--- src/hse_pkg.sv ---
// Shared types and sizing constants for the heap sort engine.
package hse_pkg;

   localparam int CAPACITY    = 64;
   localparam int VALUE_WIDTH = 32;
   localparam int IDX_W       = $clog2(CAPACITY);
   localparam int CNT_W       = $clog2(CAPACITY + 1);
   localparam int CHILD_W     = IDX_W + 2;

   typedef struct packed {
      logic signed [VALUE_WIDTH-1:0] value;
      logic                          last;
   } req_type;

   typedef struct packed {
      logic signed [VALUE_WIDTH-1:0] sorted_value;
      logic                          final_res;
      logic                          overflowed;
   } rsp_type;

endpackage

--- src/heap_sort_engine.sv ---
// Heap sort engine: collects a set of signed values, sorts it with a max-heap and emits it.
//
// Values arrive one beat at a time and are written into a 64-entry single-port-read,
// single-port-write RAM; a beat with last set closes the set. Beats beyond 64 are dropped
// and every result of that set then carries overflowed. While sorting and emitting, the
// input is stalled. The heap is built and then drained in place in the same RAM: each
// level of a sift-down reads the left child, reads the right child, then compares and
// writes back, and each sift adds setup reads and a final write of the sifted value.
// Sorting speed is bounded by the one RAM read port. Results then leave one at a time:
// each is read from the RAM and held until the receiver takes it before the next is
// read.
module heap_sort_engine
   import hse_pkg::*;
(
   input  logic    clock,
   input  logic    reset,
   input  logic    req_valid,
   output logic    req_stall,
   input  req_type req_data,
   output logic    rsp_valid,
   input  logic    rsp_stall,
   output rsp_type rsp_data
);

   localparam logic [3:0] S_LOAD      = 4'd0;
   localparam logic [3:0] S_BLD_RD    = 4'd1;
   localparam logic [3:0] S_BLD_LD    = 4'd2;
   localparam logic [3:0] S_SIFT_L    = 4'd3;
   localparam logic [3:0] S_SIFT_R    = 4'd4;
   localparam logic [3:0] S_SIFT_C    = 4'd5;
   localparam logic [3:0] S_SIFT_END  = 4'd6;
   localparam logic [3:0] S_EXT_RD0   = 4'd7;
   localparam logic [3:0] S_EXT_RD1   = 4'd8;
   localparam logic [3:0] S_EXT_WR    = 4'd9;
   localparam logic [3:0] S_EMIT_RD   = 4'd10;
   localparam logic [3:0] S_EMIT_LD   = 4'd11;
   localparam logic [3:0] S_EMIT_WAIT = 4'd12;

   logic signed [VALUE_WIDTH-1:0] mem [CAPACITY];

   logic [3:0]                    state_ff, state_in;
   logic [CNT_W-1:0]              count_ff, count_in;
   logic                          dropped_ff, dropped_in;
   logic [CNT_W-1:0]              size_ff, size_in;
   logic [IDX_W-1:0]              root_ff, root_in;
   logic [IDX_W-1:0]              node_ff, node_in;
   logic [IDX_W-1:0]              emit_ff, emit_in;
   logic                          building_ff, building_in;
   logic                          rc_ok_ff, rc_ok_in;
   logic signed [VALUE_WIDTH-1:0] node_val_ff, node_val_in;
   logic signed [VALUE_WIDTH-1:0] lc_val_ff, lc_val_in;
   logic                          rsp_valid_ff, rsp_valid_in;
   rsp_type                       rsp_ff, rsp_in;

   logic signed [VALUE_WIDTH-1:0] rd_data_ff;
   logic [IDX_W-1:0]              rd_addr;
   logic                          wr_en;
   logic [IDX_W-1:0]              wr_addr;
   logic signed [VALUE_WIDTH-1:0] wr_data;

   logic [CHILD_W-1:0]            lc, rc, size_ext;
   logic [CNT_W-1:0]              n_eff;
   logic                          store_ok;
   logic [IDX_W-1:0]              top;
   logic signed [VALUE_WIDTH-1:0] top_val;

   always_ff @(posedge clock) begin
      if (wr_en) begin
         mem[wr_addr] <= wr_data;
      end
      rd_data_ff <= mem[rd_addr];
   end

   assign lc       = {1'b0, node_ff, 1'b1};
   assign rc       = lc + CHILD_W'(1);
   assign size_ext = CHILD_W'(size_ff);
   assign store_ok = (count_ff < CNT_W'(CAPACITY));
   assign n_eff    = store_ok ? count_ff + CNT_W'(1) : count_ff;

   // Larger of the node and its children; the left child wins a tie with the right.
   always_comb begin
      top     = node_ff;
      top_val = node_val_ff;
      if (lc_val_ff > top_val) begin
         top     = lc[IDX_W-1:0];
         top_val = lc_val_ff;
      end
      if (rc_ok_ff && (rd_data_ff > top_val)) begin
         top     = rc[IDX_W-1:0];
         top_val = rd_data_ff;
      end
   end

   always_comb begin
      state_in     = state_ff;
      count_in     = count_ff;
      dropped_in   = dropped_ff;
      size_in      = size_ff;
      root_in      = root_ff;
      node_in      = node_ff;
      emit_in      = emit_ff;
      building_in  = building_ff;
      rc_ok_in     = rc_ok_ff;
      node_val_in  = node_val_ff;
      lc_val_in    = lc_val_ff;
      rsp_valid_in = rsp_valid_ff;
      rsp_in       = rsp_ff;
      rd_addr      = node_ff;
      wr_en        = 1'b0;
      wr_addr      = node_ff;
      wr_data      = node_val_ff;
      req_stall    = 1'b1;

      case (state_ff)
         S_LOAD: begin
            req_stall = 1'b0;
            if (req_valid) begin
               if (store_ok) begin
                  wr_en    = 1'b1;
                  wr_addr  = count_ff[IDX_W-1:0];
                  wr_data  = req_data.value;
                  count_in = count_ff + CNT_W'(1);
               end else begin
                  dropped_in = 1'b1;
               end
               if (req_data.last) begin
                  size_in     = n_eff;
                  root_in     = IDX_W'((n_eff >> 1) - CNT_W'(1));
                  building_in = 1'b1;
                  emit_in     = '0;
                  state_in    = (n_eff > CNT_W'(1)) ? S_BLD_RD : S_EMIT_RD;
               end
            end
         end
         S_BLD_RD: begin
            rd_addr  = root_ff;
            state_in = S_BLD_LD;
         end
         S_BLD_LD: begin
            node_val_in = rd_data_ff;
            node_in     = root_ff;
            state_in    = S_SIFT_L;
         end
         S_SIFT_L: begin
            rd_addr = lc[IDX_W-1:0];
            if (lc >= size_ext) begin
               state_in = S_SIFT_END;
            end else begin
               state_in = S_SIFT_R;
            end
         end
         S_SIFT_R: begin
            lc_val_in = rd_data_ff;
            rd_addr   = rc[IDX_W-1:0];
            rc_ok_in  = (rc < size_ext);
            state_in  = S_SIFT_C;
         end
         S_SIFT_C: begin
            if (top == node_ff) begin
               state_in = S_SIFT_END;
            end else begin
               // The larger child moves up; the sifted value is written once it settles.
               wr_en    = 1'b1;
               wr_addr  = node_ff;
               wr_data  = top_val;
               node_in  = top;
               state_in = S_SIFT_L;
            end
         end
         S_SIFT_END: begin
            wr_en   = 1'b1;
            wr_addr = node_ff;
            wr_data = node_val_ff;
            if (building_ff) begin
               if (root_ff == '0) begin
                  building_in = 1'b0;
                  size_in     = count_ff - CNT_W'(1);
                  state_in    = S_EXT_RD0;
               end else begin
                  root_in  = root_ff - IDX_W'(1);
                  state_in = S_BLD_RD;
               end
            end else if (size_ff == CNT_W'(1)) begin
               emit_in  = '0;
               state_in = S_EMIT_RD;
            end else begin
               size_in  = size_ff - CNT_W'(1);
               state_in = S_EXT_RD0;
            end
         end
         S_EXT_RD0: begin
            rd_addr  = size_ff[IDX_W-1:0];
            state_in = S_EXT_RD1;
         end
         S_EXT_RD1: begin
            node_val_in = rd_data_ff;
            rd_addr     = '0;
            state_in    = S_EXT_WR;
         end
         S_EXT_WR: begin
            // Old root goes to the end; the old end value sifts down from the root.
            wr_en    = 1'b1;
            wr_addr  = size_ff[IDX_W-1:0];
            wr_data  = rd_data_ff;
            node_in  = '0;
            state_in = S_SIFT_L;
         end
         S_EMIT_RD: begin
            rd_addr  = emit_ff;
            state_in = S_EMIT_LD;
         end
         S_EMIT_LD: begin
            rsp_valid_in        = 1'b1;
            rsp_in.sorted_value = rd_data_ff;
            rsp_in.final_res    = (CNT_W'(emit_ff) + CNT_W'(1) == count_ff);
            rsp_in.overflowed   = dropped_ff;
            state_in            = S_EMIT_WAIT;
         end
         S_EMIT_WAIT: begin
            if (!rsp_stall) begin
               rsp_valid_in = 1'b0;
               if (rsp_ff.final_res) begin
                  count_in   = '0;
                  dropped_in = 1'b0;
                  state_in   = S_LOAD;
               end else begin
                  emit_in  = emit_ff + IDX_W'(1);
                  state_in = S_EMIT_RD;
               end
            end
         end
         default: begin
            state_in = S_LOAD;
         end
      endcase
   end

   always_ff @(posedge clock) begin
      if (reset) begin
         state_ff     <= S_LOAD;
         count_ff     <= '0;
         dropped_ff   <= 1'b0;
         building_ff  <= 1'b0;
         rsp_valid_ff <= 1'b0;
      end else begin
         state_ff     <= state_in;
         count_ff     <= count_in;
         dropped_ff   <= dropped_in;
         building_ff  <= building_in;
         rsp_valid_ff <= rsp_valid_in;
      end
   end

   always_ff @(posedge clock) begin
      size_ff     <= size_in;
      root_ff     <= root_in;
      node_ff     <= node_in;
      emit_ff     <= emit_in;
      rc_ok_ff    <= rc_ok_in;
      node_val_ff <= node_val_in;
      lc_val_ff   <= lc_val_in;
      rsp_ff      <= rsp_in;
   end

   assign rsp_valid = rsp_valid_ff;
   assign rsp_data  = rsp_ff;

endmodule

--- config.mk ---
export PLATFORM = sky130hd
export DESIGN_NAME = heap_sort_engine
export DESIGN_NICKNAME = d
export VERILOG_FILES = /design/src/hse_pkg.sv /design/src/heap_sort_engine.sv
export SDC_FILE = /design/constraint.sdc
export NUM_CORES = 2
export LEC_CHECK = 0
export BUFFER_PORTS_ARGS = -buffer_cell sky130_fd_sc_hd__buf_2
export CORE_MARGIN = 3
export CORE_UTILIZATION = 50
export DETAILED_ROUTE_END_ITERATION = 8
export PLACE_DENSITY = 0.65
export SYNTH_ARGS = -nofsm -noshare
export SYNTH_HDL_FRONTEND = slang
export SYNTH_SLANG_ARGS = --single-unit
--- constraint.sdc ---
create_clock -name clock -period 13.3 [get_ports clock]
set_input_delay 2.66 -clock clock [delete_from_list [all_inputs] [get_ports clock]]
set_output_delay 2.66 -clock clock [all_outputs]
set_load 0.005 [all_outputs]
# Word level (Yosys, flattened, before mapping)
# Memory sizes are Yosys's and may differ from the RTL's. A register that Yosys moved wholly into a read port is not among the register bits.
# Cells that the tools add are included.
# word_totals
ff_bits,138
mem_bits_rw,2048
input_bits,37
n_memories,1
# classes
n_addsub,8
magnitude_cmp,6
n_eq_ne,28
n_mux,67
reduce_logical,20
# mem_list
name,words,width,rd,rd_clocked_by_memory_dff,write_ports,line,rtl
mem,64,32,1,1,1,heap_sort_engine.sv:39,logic signed [VALUE_WIDTH-1:0] mem [CAPACITY];
# op_table
cell,n
32-bit two-way mux,5
32-bit case mux with 3 select lines,1
6-bit two-way mux,15
32-bit > comparator,2
7-bit two-way mux,9
4-bit case mux with 12 select lines,1
6-bit case mux with 3 select lines,2
6-bit case mux with 6 select lines,1
4-bit two-way mux,7
7-bit case mux with 2 select lines,2
6-bit case mux with 2 select lines,2
2-bit inequality test (second input constant),11
4-bit == test (second input constant),5
4-bit by 3-bit == test with 1-bit output (second input constant),4
1-bit two-way mux,15
5-bit AND reduction,3
7-bit by 1-bit subtractor with 7-bit output (second input constant),2
6-bit by 1-bit subtractor with 6-bit output (second input constant),2
7-bit by 1-bit adder with 8-bit output (second input constant),1
4-bit by 2-bit == test with 1-bit output (second input constant),2
8-bit by 7-bit less-than comparator with 1-bit output,1
6-bit by 1-bit adder with 7-bit output (second input constant),1
7-bit by 1-bit adder with 7-bit output (second input constant),1
7-bit by 1-bit == test with 1-bit output (second input constant),1
other kinds (22),33

# Logic depth before layout (Yosys ltp)
# depth
depth_word,10
depth_mapped,22

# Worst setup path after synthesis
# OpenSTA, ideal clock, no wires.
# synth_path
path_kind,register -> register
start,reg node_val_ff[23]
end,mem mem[12][0] (enable)
setup_time_ns,0.432
t_arrival_ns,6.647
setup_slack_ns,6.221
path_stages_with_launch,23
synth_period_minus_slack_ns,7.079
cell_sequence,edfxtp_1 > inv_1 > ha_1 > a21oi_1 > o21a_1 > o21ai_0 > a2111oi_0 > nand3b_1 > nand2_1 > clkbuf_1 > buf_2 > mux2i_1 > ha_1 > a21oi_1 > nand2_1 > a221o_1 > a221oi_1 > a221oi_2 > a21oi_1 > a21oi_1 > buf_2 > buf_2 > a21oi_1
# synth_via
elab_chain_len,10
word_cells_on_any_way,11
# synth_lines
element,line,rtl
from (decl),heap_sort_engine.sv:50,"logic signed [VALUE_WIDTH-1:0] node_val_ff, node_val_in;"
from (signal assigned),heap_sort_engine.sv:260,node_val_ff <= node_val_in;
32-bit > comparator,heap_sort_engine.sv:84,if (lc_val_ff > top_val) begin
32-bit two-way mux,heap_sort_engine.sv:84,
32-bit > comparator,heap_sort_engine.sv:88,if (rc_ok_ff && (rd_data_ff > top_val)) begin
1-bit logical AND,heap_sort_engine.sv:88,
6-bit two-way mux (*),heap_sort_engine.sv:88,
6-bit == test (*),heap_sort_engine.sv:159,if (top == node_ff) begin
1-bit two-way mux (*),heap_sort_engine.sv:159,
1-bit case mux with 3 select lines (*),heap_sort_engine.sv:114,case (state_ff)
1-bit two-way mux (*),heap_sort_engine.sv:68,if (wr_en) begin
1-bit two-way mux (implied by the code) (*),heap_sort_engine.sv:69,mem[wr_addr] <= wr_data;
to (decl),heap_sort_engine.sv:39,
# Every way passes the cells marked *; elsewhere a longest branch is shown, timed or not.

# Worst setup path in the final report
# layout_path
start,reg node_val_ff[19]
end,mem mem[30][9] (enable)
# The elaborated chain is that of the path after synthesis.

==> impl_metrics.csv <==
group,metric,value,unit
detailed_routing,routed-wl-met2,107,mm
die,initial_utilization,50.7,%
cells_and_area,areaGrowthSynthToFinish,12.5,%
sta,fin_crit_sh,69.8,%
cells_and_area,fin_util,57.0,%
pwr,p_per_area,270,nW/µm²
cells_and_area,layout.area.seq,66100,µm²
detailed_routing,dr.pass1.iters,6,
sta,hold_violations,0,
pwr,totalPowerFinal,27.0,mW
pwr,power.leakage,32.7,nW
detailed_routing,m1WireLength,94.5,mm
synth,ys_async_sr_fraction,0,%
die,dieHeight,427,µm
synth,yosys_register_bits,2218,
pwr,switching_share,39.2,%
detailed_routing,drtIter0Drc,6141,
critical_path,cpMaxStageDelayCell,"a2111oi_0",
synth,syn_nets,5132,
synth,yosysUniqueCellTypes,85,
grt,grt-ovfl-total,0,
pwr,p_comb_share,41.1,%
detailed_routing,vias_per_cell,6.33,
detailed_routing,drt_wl_total,235,mm
critical_path,required,13800,ps
sta,hold_ws,448,ps
critical_path,crit_path_end_kind,"flip-flop",
sta,setup_tns,0,ps
synth,synth_edf_count,2172,
clocking,post_cts_buffers,0,
cells_and_area,fin_nets,5299,
sta,slew_viol_final,0,
detailed_routing,routed-via-count,48690,
pwr,p_int,16.4,mW
synth,synthCells,5012,
cells_and_area,multi_input_area,21900,µm²
critical_path,crit_fanout,46,
clocking,ctsHoldBuffers,0,
cells_and_area,drive_above_1_share,19.1,%
clocking,clock-root-buffer,"clkbuf_16",
clocking,cts_buffer_depth,3,
grt,grtUsageTotal,25.7,%
critical_path,crit_path_cell_trace,"inv_1, ha_1, a21oi_1, o21a_1, o21ai_0, a2111oi_0, nand3b_1, nand2_2, buf_4, mux2i_1, ha_1, a21oi_1, o21ai_0, a221o_1, a221oi_1, a221o_1, o21ai_0, a21oi_4, buf_4, buf_4, a21oi_4, buf_4",
critical_path,arrival,9790,ps
cells_and_area,nFillCells,13039,
detailed_routing,dr_wl_met3,22.2,mm
grt,grt_pass1_vias,47134,
detailed_routing,ant_nets,0,
cells_and_area,finalNonFillerCells,7686,
pwr,peakVddDrop,233,µV
synth,mappedNetlistArea,88600,µm²
sta,finClkSkew,40.4,ps
clocking,cts_resized,0,
pwr,p_sw,10.6,mW
synth,yosysSeqAreaShare,74.6,%
sta,period_needed,9290,ps
die,ios,73,
min_path,hold_class,"reg2reg",
sta,clock.fmax,0.108,GHz
sta,setup-violations-final,0,
synth,synth_flop_cell,"edfxtp_1",
critical_path,critical_path_class,"reg2reg",
sta,rsz0062_at_grt,"false",
clocking,cts_sinks,2218,
sta,worstMarginPinSlew,1380,ps
sta,max_slew_margin,5.33,%
place,place.gp.congestion,0.963,
critical_path,startpoint_type,"flip-flop",
detailed_routing,wl_per_cell,30.5,µm
pwr,seqPwrFrac,37.2,%
synth,synthTopCellsByArea,"edfxtp_1 (74%), mux4_2 (7.3%), mux2i_1 (3.0%)",
die,dieArea,182000,µm²
critical_path,critPathBufInv,5,
run_status,status,"completed",
place,io_buffers,72,
place,placed_cells,7285,
synth,syn_avg_cell_area,17.7,µm²
grt,grt_max_degree,125,
synth,synth_top_area_cell,"edfxtp_1",
detailed_routing,highest_layer,"met4",
critical_path,cp_top_family,"compound AO/OA/AOI/OAI gates",
place,place_hpwl,130,mm
clocking,cts_tree,"yes",
die,chipWidth,427,µm
grt,grt_first_pass_wirelength,337,mm
critical_path,r2r_slack,4010,ps
pwr,clkPwrFrac,21.8,%
critical_path,cpMostUsedCell,"buf_4",
clocking,clk_latency,860,ps
run,cap_violations,0,
clocking,path_clk_slew,60,ps
die,coreArea,175000,µm²
clocking,cts_htree_levels,4,
synth,synth_warnings,0,
detailed_routing,drc,0,
critical_path,cpPeakStageDelay,1190,ps
die,rows,153,
grt,antenna_found_initial,6,
clocking,cts_buffers,216,
synth,yosysTopAreaCellShare,73.6,%
-- power groups by stage --
stage               logic [mW]  clock network, mW  registers, mW
global route              11.7               6.22           10.0
detailed placement        11.0                  0           10.2
global placement          10.8                  0           10.1
finish                    11.1               5.87           10.0
floorplan                 6.59                  0           10.0
CTS                       11.0               5.95           10.0
-- synthesized netlist by cell type (all sizes together), types with 5 or more instances --
library cell	number
a211o	33
a211oi	11
a21o	11
a21oi	149
a221o	8
a221oi	40
a22o	69
a22oi	8
a311oi	33
a41o	32
and2	7
and3	70
buf	137
clkbuf	165
dfxtp	46
edfxtp	2172
ha	83
inv	52
mux2i	262
mux4	289
nand2	571
nand2b	9
nand3	92
nand4	79
nor2	109
nor2b	10
nor3	22
nor4	71
o211ai	6
o21a	11
o21ai	61
o221ai	64
o22a	31
o22ai	67
o31ai	7
o32ai	32
or3	5
xnor2	23
xor2	12
-- state kept, by name (all words and copies together), names as in the netlist --
register,count
dropped_ff,1
emit_ff,6
node_val_ff,32
rsp_data,34
rd_data_ff,32
node_ff,6
rsp_valid,1
mem,2048
count_ff,7
lc_val_ff,32
building_ff,1
size_ff,7
state_ff,4
root_ff,6
rc_ok_ff,1
-- cell usage in the layout (no fill, tap or decap), types with 54 or more instances in the layout --
master and instances:
a21oi_1 83, a21oi_4 65, a22o_1 69, and3_1 69, buf_2 73, buf_4 171, clkbuf_16 218, clkinv_1 54
edfxtp_1 2172, ha_1 83, mux2i_1 262, mux4_2 289, nand2_1 564, nand3_1 87, nand4_1 79, nor2_1 104
o21ai_0 57, o221ai_1 56, o22ai_1 67
-- cell families (layout without fill, tap and decap cells) --
kind of cell | Yosys count | after routing | synth area share [%]
simple gates | 1059 | 1059 | 5.70
mux | 554 | 554 | 10.3
compound gates | 709 | 709 | 5.93
flops | 2218 | 2218 | 74.6
fa+ha+maj | 83 | 83 | 1.17
xor+xnor | 35 | 35 | 0.346
buf+inv | 354 | 696 | 1.89
other cells | 0 | 7 | 0
-- path summary, 6_finish.rpt --
kind                                           startpoint                     to  depth (start not counted)
worst max register to register  node_val_ff[19]$_DFFE_PP_   mem[30][9]$_DFFE_PP_                         22
worst max-delay path            node_val_ff[19]$_DFFE_PP_   mem[30][9]$_DFFE_PP_                         22
worst min register to register    dropped_ff$_SDFFE_PP0P_  rsp_data[0]$_DFFE_PP_                          0
worst min-delay path              dropped_ff$_SDFFE_PP0P_  rsp_data[0]$_DFFE_PP_                          0
-- stage by stage --
step                setup WS (ps)  area, µm²
global placement             4500      92900
floorplan                    6220      88600
finish                       4010      99700
global route                 3780      99700
CTS                          4350      99700
detailed placement           4380      92900
-- cell type report --
cell class | count | area share [%]
multi-input combinational | 2440 | 21.9
tap | 2325 | 2.92
antenna | 7 | 0.0176
clock buffer | 266 | 5.68
timing repair buffer | 251 | 1.79
inverter | 52 | 0.196
sequential | 2218 | 66.3
clock inverter | 127 | 1.16
-- layer usage --
metal,GRT usage (%),vias to the layer above
li1,-,20661
met1,36.5,25344
met2,38.9,2304
met3,5.39,381
met4,11.1,0
met5,0,-
(Power assumes the default switching activity.)
